File: src/biou_pkg.sv
`timescale 1ns / 1ps
package biou_pkg;

    localparam int unsigned ENTRIES_DEF    = 16;
    localparam int unsigned COORD_BITS_DEF = 16;
    localparam int unsigned FRAC_BITS_DEF  = 15;
    localparam int unsigned SCORE_W        = 17;
    localparam int unsigned SLOT_W         = 4;
    localparam int unsigned ADDR_W         = 5;

    localparam logic [1:0] CMD_STORE = 2'd0;
    localparam logic [1:0] CMD_QUERY = 2'd1;
    localparam logic [1:0] CMD_CLEAR = 2'd2;

    localparam logic [ADDR_W-1:0] REG_USE_AREA   = 5'd0;
    localparam logic [ADDR_W-1:0] REG_USE_X      = 5'd4;
    localparam logic [ADDR_W-1:0] REG_USE_Y      = 5'd8;
    localparam logic [ADDR_W-1:0] REG_THRESHOLD  = 5'd12;
    localparam logic [ADDR_W-1:0] REG_KEEP_CLASS = 5'd16;

    localparam logic [SCORE_W-1:0] THRESHOLD_RESET = 17'd3277;

    typedef struct packed {
        logic [1:0]  cmd;
        logic [3:0]  slot;
        logic [15:0] box_x;
        logic [15:0] box_y;
        logic [15:0] box_width;
        logic [15:0] box_height;
        logic [15:0] probability;
        logic        label_known;
    } in_word_t;

    typedef struct packed {
        logic [3:0]  best_slot;
        logic [16:0] best_score;
        logic        accept;
    } out_word_t;

    typedef struct packed {
        logic use_area;
        logic use_x;
        logic use_y;
    } term_cfg_t;

endpackage

File: src/box_iou_best_match_core.sv
`timescale 1ns / 1ps
// Box IoU best match.
// Input channel in_valid/in_stall carries a word with cmd: store writes a
// table slot, clear empties the table, query scores the box against every
// valid slot. Only a query gives an output word on out_valid/out_stall.
// The table is a ring of cells that rotates one slot per step; every query
// makes one full turn of ENTRIES steps, so slot order is kept.
// A slot that is empty or disjoint passes only S_GEOM and S_NEXT; otherwise
// it also passes S_AREA and, for each enabled term, one run of the one shared
// bit-serial divider. A store makes one full turn of the ring, and a clear
// empties the table as the word is taken. One word is in work at a time.
// Reset empties the table and loads the register defaults. When the receiver
// stalls, the result is held in the output register and no new word is taken
// until it has gone. Registers at byte addresses 0,4,8,12,16 via APB;
// pready is always high and writes should only be made while the block is idle.
module box_iou_best_match_core #(
    parameter int unsigned ENTRIES    = biou_pkg::ENTRIES_DEF
) (
    input  logic                        clk,
    input  logic                        rst_n,
    input  logic                        in_valid,
    output logic                        in_stall,
    input  biou_pkg::in_word_t          in_data,
    output logic                        out_valid,
    input  logic                        out_stall,
    output biou_pkg::out_word_t         out_data,
    input  logic                        psel,
    input  logic                        penable,
    input  logic                        pwrite,
    input  logic [biou_pkg::ADDR_W-1:0] paddr,
    input  logic [31:0]                 pwdata,
    output logic [31:0]                 prdata,
    output logic                        pready
);
    import biou_pkg::*;

    localparam int unsigned COORD_BITS = COORD_BITS_DEF;
    localparam int unsigned FRAC_BITS  = FRAC_BITS_DEF;
    localparam int unsigned CW    = COORD_BITS;
    localparam int unsigned EW    = CW + 1;
    localparam int unsigned AW    = 2 * EW + 1;
    localparam int unsigned IDX_W = (ENTRIES > 1) ? $clog2(ENTRIES) : 1;
    localparam int unsigned CNT_W = $clog2(ENTRIES + 1);
    localparam int unsigned QW    = FRAC_BITS + 1;

    typedef enum logic [3:0] {
        S_IDLE, S_STORE, S_GEOM, S_AREA, S_DIV_A, S_DIV_X, S_DIV_Y,
        S_WAIT, S_NEXT, S_OUT
    } state_t;

    // configuration
    term_cfg_t          terms_reg;
    logic [SCORE_W-1:0] thr_reg;
    logic               keep_reg;
    logic               wr_en;

    assign pready = 1'b1;
    assign wr_en  = psel && penable && pwrite;

    always_ff @(posedge clk or negedge rst_n)
    begin
        if (!rst_n)
        begin
            terms_reg <= '{use_area: 1'b0, use_x: 1'b1, use_y: 1'b0};
            thr_reg   <= THRESHOLD_RESET;
            keep_reg  <= 1'b0;
        end
        else if (wr_en)
        begin
            unique case (paddr)
                REG_USE_AREA:   terms_reg.use_area <= pwdata[0];
                REG_USE_X:      terms_reg.use_x <= pwdata[0];
                REG_USE_Y:      terms_reg.use_y <= pwdata[0];
                REG_THRESHOLD:  thr_reg <= pwdata[SCORE_W-1:0];
                REG_KEEP_CLASS: keep_reg <= pwdata[0];
                default:        ;
            endcase
        end
    end

    always_comb
    begin
        unique case (paddr)
            REG_USE_AREA:   prdata = {31'd0, terms_reg.use_area};
            REG_USE_X:      prdata = {31'd0, terms_reg.use_x};
            REG_USE_Y:      prdata = {31'd0, terms_reg.use_y};
            REG_THRESHOLD:  prdata = {15'd0, thr_reg};
            REG_KEEP_CLASS: prdata = {31'd0, keep_reg};
            default:        prdata = '0;
        endcase
    end

    // cell ring
    state_t            state_reg;
    in_word_t          q_reg;
    logic              shift, clear, load_last;
    logic [CNT_W-1:0]  pos_reg;
    logic [IDX_W-1:0]  idx_reg;

    logic                 v_o [ENTRIES];
    logic [4*CW-1:0]      b_o [ENTRIES];
    logic [15:0]          p_o [ENTRIES];

    logic [4*CW-1:0] q_box;
    assign q_box = {q_reg.box_x[CW-1:0], q_reg.box_y[CW-1:0],
                    q_reg.box_width[CW-1:0], q_reg.box_height[CW-1:0]};

    // A store turns the ring once; the new entry enters the tail in place of
    // the target slot as that slot leaves the head.
    genvar g;
    generate
        for (g = 0; g < ENTRIES; g++)
        begin : g_cell
            logic          vi;
            logic [4*CW-1:0] bi;
            logic [15:0]   pi;
            if (g == ENTRIES - 1)
            begin : g_tail
                assign vi = load_last ? 1'b1 : v_o[0];
                assign bi = load_last ? q_box : b_o[0];
                assign pi = load_last ? q_reg.probability : p_o[0];
            end
            else
            begin : g_body
                assign vi = v_o[g+1];
                assign bi = b_o[g+1];
                assign pi = p_o[g+1];
            end
            biou_cell #(.COORD_BITS(CW)) u_cell (
                .clk(clk), .rst_n(rst_n), .shift(shift), .clear(clear),
                .load(1'b0), .valid_in(vi), .box_in(bi), .prob_in(pi),
                .valid_out(v_o[g]), .box_out(b_o[g]), .prob_out(p_o[g])
            );
        end
    endgenerate

    // geometry of head cell against query
    logic [CW-1:0] cx, cy, cw, ch;
    assign {cx, cy, cw, ch} = b_o[0];

    logic [EW-1:0] ce_x, ce_y, qe_x, qe_y, lo_x, lo_y, hi_x, hi_y;
    always_comb
    begin
        ce_x = EW'(cx) + EW'(cw);
        ce_y = EW'(cy) + EW'(ch);
        qe_x = EW'(q_reg.box_x[CW-1:0]) + EW'(q_reg.box_width[CW-1:0]);
        qe_y = EW'(q_reg.box_y[CW-1:0]) + EW'(q_reg.box_height[CW-1:0]);
        lo_x = (cx > q_reg.box_x[CW-1:0]) ? EW'(cx) : EW'(q_reg.box_x[CW-1:0]);
        lo_y = (cy > q_reg.box_y[CW-1:0]) ? EW'(cy) : EW'(q_reg.box_y[CW-1:0]);
        hi_x = (ce_x < qe_x) ? ce_x : qe_x;
        hi_y = (ce_y < qe_y) ? ce_y : qe_y;
    end

    logic [EW-1:0] ovx_reg, ovy_reg;
    logic [AW-1:0] ov_reg, ca_reg, qa_reg;
    logic [SCORE_W-1:0] sum_reg, best_reg;
    logic [IDX_W-1:0]   bidx_reg;
    logic [15:0]        bprob_reg;

    // divider
    logic          div_start, div_done;
    logic [AW-1:0] div_num, div_den;
    logic [QW-1:0] div_q;

    biou_div #(.NUM_W(AW), .FRAC_BITS(FRAC_BITS)) u_div (
        .clk(clk), .rst_n(rst_n), .start(div_start), .num(div_num),
        .den(div_den), .done(div_done), .quo(div_q)
    );

    state_t        after_reg;
    out_word_t     out_reg;
    logic          outv_reg;
    logic [SLOT_W-1:0] tgt;

    assign tgt = q_reg.slot;
    assign in_stall  = (state_reg != S_IDLE) || outv_reg;
    assign out_valid = outv_reg;
    assign out_data  = out_reg;

    always_comb
    begin
        shift     = 1'b0;
        clear     = 1'b0;
        load_last = 1'b0;
        div_start = 1'b0;
        div_num   = '0;
        div_den   = '0;
        if (state_reg == S_STORE)
        begin
            shift     = 1'b1;
            load_last = (pos_reg == CNT_W'(tgt));
        end
        if (state_reg == S_NEXT)
            shift = 1'b1;
        if (state_reg == S_IDLE && in_valid && !in_stall
            && in_data.cmd == CMD_CLEAR)
            clear = 1'b1;
        if (state_reg == S_DIV_A)
        begin
            div_start = 1'b1;
            div_num   = ov_reg;
            div_den   = ca_reg + qa_reg - ov_reg;
        end
        if (state_reg == S_DIV_X)
        begin
            div_start = 1'b1;
            div_num   = AW'(ovx_reg);
            div_den   = AW'(cw) + AW'(q_reg.box_width[CW-1:0]) - AW'(ovx_reg);
        end
        if (state_reg == S_DIV_Y)
        begin
            div_start = 1'b1;
            div_num   = AW'(ovy_reg);
            div_den   = AW'(ch) + AW'(q_reg.box_height[CW-1:0]) - AW'(ovy_reg);
        end
    end

    logic [SCORE_W-1:0] ep_cmp;
    logic [15:0]        ep;

    always_ff @(posedge clk or negedge rst_n)
    begin
        if (!rst_n)
        begin
            state_reg <= S_IDLE;
            outv_reg  <= 1'b0;
            pos_reg   <= '0;
        end
        else
        begin
            if (outv_reg && !out_stall)
                outv_reg <= 1'b0;
            unique case (state_reg)
                S_IDLE:
                begin
                    if (in_valid && !in_stall)
                    begin
                        q_reg   <= in_data;
                        pos_reg <= '0;
                        if (in_data.cmd == CMD_STORE
                            && 32'(in_data.slot) < ENTRIES)
                            state_reg <= S_STORE;
                        else if (in_data.cmd == CMD_QUERY)
                        begin
                            sum_reg   <= '0;
                            best_reg  <= '0;
                            bidx_reg  <= '0;
                            bprob_reg <= '0;
                            idx_reg   <= '0;
                            state_reg <= S_GEOM;
                        end
                    end
                end
                S_STORE:
                begin
                    pos_reg <= pos_reg + 1'b1;
                    if (pos_reg == CNT_W'(ENTRIES - 1))
                        state_reg <= S_IDLE;
                end
                S_GEOM:
                begin
                    sum_reg  <= '0;
                    ovx_reg  <= hi_x - lo_x;
                    ovy_reg  <= hi_y - lo_y;
                    ca_reg   <= AW'(cw) * AW'(ch);
                    qa_reg   <= AW'(q_reg.box_width[CW-1:0])
                                * AW'(q_reg.box_height[CW-1:0]);
                    if (!v_o[0] || (hi_x < lo_x) || (hi_y < lo_y))
                        state_reg <= S_NEXT;
                    else
                        state_reg <= S_AREA;
                end
                S_AREA:
                begin
                    ov_reg <= AW'(ovx_reg) * AW'(ovy_reg);
                    if (terms_reg.use_area)
                        state_reg <= S_DIV_A;
                    else if (terms_reg.use_x)
                        state_reg <= S_DIV_X;
                    else if (terms_reg.use_y)
                        state_reg <= S_DIV_Y;
                    else
                        state_reg <= S_NEXT;
                end
                S_DIV_A:
                begin
                    after_reg <= terms_reg.use_x ? S_DIV_X
                               : (terms_reg.use_y ? S_DIV_Y : S_NEXT);
                    state_reg <= S_WAIT;
                end
                S_DIV_X:
                begin
                    after_reg <= terms_reg.use_y ? S_DIV_Y : S_NEXT;
                    state_reg <= S_WAIT;
                end
                S_DIV_Y:
                begin
                    after_reg <= S_NEXT;
                    state_reg <= S_WAIT;
                end
                S_WAIT:
                begin
                    if (div_done)
                    begin
                        sum_reg   <= sum_reg + SCORE_W'(div_q);
                        state_reg <= after_reg;
                        if (after_reg == S_NEXT
                            && sum_reg + SCORE_W'(div_q) > best_reg)
                        begin
                            best_reg  <= sum_reg + SCORE_W'(div_q);
                            bidx_reg  <= idx_reg;
                            bprob_reg <= p_o[0];
                        end
                    end
                end
                S_NEXT:
                begin
                    idx_reg <= idx_reg + 1'b1;
                    if (32'(idx_reg) == ENTRIES - 1)
                        state_reg <= S_OUT;
                    else
                        state_reg <= S_GEOM;
                end
                S_OUT:
                begin
                    out_reg.best_slot  <= SLOT_W'(bidx_reg);
                    out_reg.best_score <= best_reg;
                    out_reg.accept     <= (best_reg > thr_reg)
                                          && q_reg.label_known
                                          && (ep <= q_reg.probability);
                    outv_reg  <= 1'b1;
                    state_reg <= S_IDLE;
                end
                default: state_reg <= S_IDLE;
            endcase
        end
    end

    assign ep     = keep_reg ? bprob_reg : 16'd0;
    assign ep_cmp = SCORE_W'(ep);

`ifndef SYNTHESIS
    a_no_take_busy: assert property (@(posedge clk) disable iff (!rst_n)
        (state_reg != S_IDLE) |-> in_stall)
        else $error("word taken while busy");
    a_out_from_query: assert property (@(posedge clk) disable iff (!rst_n)
        $rose(outv_reg) |-> $past(state_reg) == S_OUT)
        else $error("result without query");
    a_score_bound: assert property (@(posedge clk) disable iff (!rst_n)
        outv_reg |-> (out_reg.best_score != '0 || out_reg.best_slot == '0))
        else $error("zero score with nonzero slot");
    a_ep_bound: assert property (@(posedge clk) disable iff (!rst_n)
        !keep_reg |-> ep_cmp == '0)
        else $error("cluster probability leaked");
`endif
endmodule

File: src/biou_div.sv
`timescale 1ns / 1ps
// Restoring fractional divider, one quotient bit per cycle.
module biou_div #(
    parameter int unsigned NUM_W = 48,
    parameter int unsigned FRAC_BITS = 15
) (
    input  logic             clk,
    input  logic             rst_n,
    input  logic             start,
    input  logic [NUM_W-1:0] num,
    input  logic [NUM_W-1:0] den,
    output logic             done,
    output logic [FRAC_BITS:0] quo
);
    localparam int unsigned CNT_W = $clog2(FRAC_BITS + 1);

    logic [NUM_W:0]     rem_reg, rem_next;
    logic [NUM_W-1:0]   den_reg;
    logic [FRAC_BITS:0] quo_reg, quo_next;
    logic [CNT_W-1:0]   cnt_reg;
    logic               busy_reg, done_reg;
    logic [NUM_W:0]     shifted;

    always_comb
    begin
        shifted  = {rem_reg[NUM_W-1:0], 1'b0};
        rem_next = shifted;
        quo_next = {quo_reg[FRAC_BITS-1:0], 1'b0};
        if (shifted >= {1'b0, den_reg})
        begin
            rem_next    = shifted - {1'b0, den_reg};
            quo_next[0] = 1'b1;
        end
    end

    always_ff @(posedge clk or negedge rst_n)
    begin
        if (!rst_n)
        begin
            busy_reg <= 1'b0;
            done_reg <= 1'b0;
            cnt_reg  <= '0;
        end
        else
        begin
            done_reg <= 1'b0;
            if (start)
            begin
                den_reg <= den;
                rem_reg <= {1'b0, num};
                quo_reg <= '0;
                cnt_reg <= '0;
                if (den == '0)
                    done_reg <= 1'b1;
                else if (num >= den)
                begin
                    quo_reg  <= {1'b1, {FRAC_BITS{1'b0}}};
                    done_reg <= 1'b1;
                end
                else
                    busy_reg <= 1'b1;
            end
            else if (busy_reg)
            begin
                rem_reg <= rem_next;
                quo_reg <= quo_next;
                cnt_reg <= cnt_reg + 1'b1;
                if (cnt_reg == CNT_W'(FRAC_BITS - 1))
                begin
                    busy_reg <= 1'b0;
                    done_reg <= 1'b1;
                end
            end
        end
    end

    assign done = done_reg;
    assign quo  = quo_reg;
endmodule

File: src/biou_cell.sv
`timescale 1ns / 1ps
// One table slot. Slots form a rotating ring; cell 0 presents its entry.
module biou_cell #(
    parameter int unsigned COORD_BITS = 16
) (
    input  logic                    clk,
    input  logic                    rst_n,
    input  logic                    shift,
    input  logic                    clear,
    input  logic                    load,
    input  logic                    valid_in,
    input  logic [4*COORD_BITS-1:0] box_in,
    input  logic [15:0]             prob_in,
    output logic                    valid_out,
    output logic [4*COORD_BITS-1:0] box_out,
    output logic [15:0]             prob_out
);
    logic                    valid_reg;
    logic [4*COORD_BITS-1:0] box_reg;
    logic [15:0]             prob_reg;

    always_ff @(posedge clk or negedge rst_n)
    begin
        if (!rst_n)
            valid_reg <= 1'b0;
        else if (clear)
            valid_reg <= 1'b0;
        else if (shift || load)
            valid_reg <= valid_in;
    end

    always_ff @(posedge clk)
    begin
        if (shift || load)
        begin
            box_reg  <= box_in;
            prob_reg <= prob_in;
        end
    end

    assign valid_out = valid_reg;
    assign box_out   = box_reg;
    assign prob_out  = prob_reg;
endmodule

File: config.mk
export PLATFORM = sky130hd
export DESIGN_NAME = box_iou_best_match_core
export DESIGN_NICKNAME = d
export VERILOG_FILES = /design/src/biou_pkg.sv /design/src/box_iou_best_match_core.sv /design/src/biou_div.sv /design/src/biou_cell.sv
export SDC_FILE = /design/constraint.sdc
export NUM_CORES = 2
export LEC_CHECK = 0
export BUFFER_PORTS_ARGS = -buffer_cell sky130_fd_sc_hd__buf_2
export CAP_MARGIN = 20
export CORE_UTILIZATION = 35
export DETAILED_ROUTE_END_ITERATION = 16
export PLACE_DENSITY = 0.48
export SKIP_LAST_GASP = 1
export SYNTH_ARGS = -nofsm -noshare
export SYNTH_HDL_FRONTEND = slang
export SYNTH_SLANG_ARGS = --single-unit
export TNS_END_PERCENT = 20
File: constraint.sdc
create_clock -name clk -period 44.9 [get_ports clk]
set_input_delay 4.49 -clock clk [delete_from_list [all_inputs] [get_ports clk]]
set_output_delay 4.49 -clock clk [all_outputs]
set_load 0.01 [all_outputs]
==> results.yml <==
worst_setup_path:
  slowest_delay_ns: 0.51
  critPathBufInv: 2
  cp_top_family: "multiplexers"
  cp.required_ns: 40.41
  endpoint_kind: "output pin"
  criticalPathCategory: "input port to output pin"
  cp_slowest_cell: "mux4_2"
  critPathMaxFanout: 5
  worstPathCellList: "buf_2, mux4_2, nor2b_1, a31oi_1, nor3_1, buf_2"
  arrival_ns: 5.64
  startpoint_type: "input port"
  critPathMostFrequentCell: "buf_2"
routing:
  viasPerCell: 4.89
  ant_nets: 0
  first_pass_iters: 6
  wire_per_inst_um: 20.8
  vias: 58000
  drc: 0
  dr.first_iter.drc_count: 4453
  totalWireLength_um: 246000
clocking:
  cts-buffers-inserted: 195
  cts.sinks: 1720
  clk_pin_slew_ns: 0.06
  root_buffer: "clkbuf_16"
  cts_resized: 0
  clock_path_buffers: 4
  htreeDepth: 4
  cts_setup_buffers: 0
  insertion_delay_ns: 0.90
  holdBufCountCts: 0
  cts_tree: "built"
placement:
  io_buffer_count: 156
  gp_congestion: 0.903
  dp_hpwl_um: 177000
  dpl_cell_area_um2: 103000
sta:
  max_freq_mhz: 98.7
  fin_crit_ns: 10.13
  tightestPinTransition_ns: 1.23
  hold_violations: 0
  fin_crit_sh_pct: 22.6
  maxSlewViolCount: 0
  setup-tns-final_ns: 0
  skew_ns: 0.0853
  relSlewSlack_pct: 18.2
  setup_viol_count_final: 0
  rsz0062_at_grt: "false"
yosys:
  ys.flop_type: "edfxtp_1"
  synth_cells: 7749
  synth.distinct_cells: 93
  syn_area_um2: 97600
  synth_edf_count: 1667
  synth.most_common_cell: "edfxtp_1"
  syn-mean-instance-area_um2: 12.6
  synthArstFlopShare_pct: 3.08
  yosys_warnings: 0
  ys_ff_latch: 1720
  yosysTopAreaCell: "edfxtp_1"
  yosys.area.top_type_share_pct: 51.3
  yosysSeqAreaShare_pct: 52.7
  ys_top_cells_by_count: "edfxtp_1 (1667), inv_1 (1182), nand2_1 (794)"
  synth_area_leaders: "edfxtp_1 (51%), fa_1 (14%), ha_1 (8.8%)"
floorplan:
  std_cell_rows: 193
  dieArea_um2: 281000
  coreArea_um2: 277000
  fp.dieW_um: 530
  start_util_pct: 35.2
  die_h_um: 530
  ios: 188
layout:
  area_growth_pct: 12.4
  nets: 9503
  drive_gt1_share_pct: 7.98
  fin_util_pct: 39.6
  n_fill_cell: 26300
  largest_reg_flops: 1024
  fin_area_um2: 110000
global_route:
  overflow: 0
  grt_max_degree: 213
  grt_pass1_wl_um: 369000
  grt.total_usage_pct: 17.5
  grt_pass1_vias: 58500
  antenna_found_initial: 15
run:
  drv_cap: 0
status:
  status: "finished clean"
min_path:
  hold_class: "flip-flop to flip-flop"
layer usage:
| layer | GRT usage [%] | part of all wire [%] | wire, µm |
|---|---|---|---|
| met4 | 5.38 | 3.0 | 7390 |
| met5 | 0 | 0.015 | 36 |
| met1 | 25.3 | 47 | 117000 |
| met3 | 2.60 | 5.0 | 12300 |
| met2 | 27.1 | 45 | 110000 |
area by class of cell:
cell class	count	area, µm²	area share (%)
well taps	3705	4640	4.23
multi-input cells	4613	40900	37.3
inverters	1192	4470	4.08
clock inverters	119	1410	1.29
repair buffers	280	1870	1.70
diodes	5	12.5	0.0114
flip-flops and latches	1720	51400	46.8
clock buffers	225	4990	4.55
placed cells by master (no fill, tap or decap), types with 39 or more instances in the layout:
cell type	netlist	routed
mux2i_1	96	96
a21oi_1	244	243
o21a_1	56	56
inv_1	1182	1182
buf_4	17	113
buf_2	5	156
nand4_1	44	44
o21ai_0	265	264
ha_1	686	686
nor2b_1	46	44
a211oi_1	39	39
and3_1	48	46
nand2b_1	50	50
xnor2_1	177	177
and2_1	204	203
a21o_1	132	132
dfrtp_1	45	45
nand2_1	794	793
fa_1	684	684
nand3_1	61	60
nor2_1	410	409
xor2_1	85	85
nor3_1	65	64
edfxtp_1	1667	1667
o21bai_1	44	44
clkbuf_16	0	195
path summary, 6_finish.rpt:
path	startpoint	to	slack (ns)	depth (start not counted)
hold reg to reg	g_cell[7].u_cell.box_out[10]$_DFFE_PP_	g_cell[6].u_cell.box_out[10]$_DFFE_PP_	0.36	0
setup reg to reg	q_box[4]$_DFFE_PP_	state_reg[0]$_DFFE_PN0P_	36.24	29
max in group asynchronous	rst_n	g_cell[0].u_cell.valid_out$_DFFE_PN0P_	40.55	2
setup / recovery	paddr[3]	prdata[0]	34.77	6
min in group asynchronous	rst_n	thr_reg[4]$_DFFE_PN0P_	3.79	2
hold / removal	g_cell[7].u_cell.box_out[10]$_DFFE_PP_	g_cell[6].u_cell.box_out[10]$_DFFE_PP_	0.36	0
metrics by stage:
step / hold WS [ns] / cells / setup slack [ns]
5_1_grt: 0.382 / 11900 / 34.72
2_1_floorplan: 0.400 / 7763 / 5.52
3_5_place_dp: 0.405 / 11500 / 34.40
3_3_place_gp: 0.400 / 11500 / 34.54
6_report: 0.363 / 11900 / 34.77
4_1_cts: 0.356 / 11800 / 34.40
logic make-up after synthesis:
family,count (synthesis),synth area share (%)
buf+inv,1430,5.58
compound gates,1046,6.94
fa+ha+maj,1370,22.8
other cells,2,0.00770
simple gates,1803,8.40
mux,116,1.23
flops,1720,52.7
xor+xnor,262,2.35
Power is left out: the tool's default activity adds up to more than one toggle a clock period on the data nets, which glitch-free logic cannot reach.
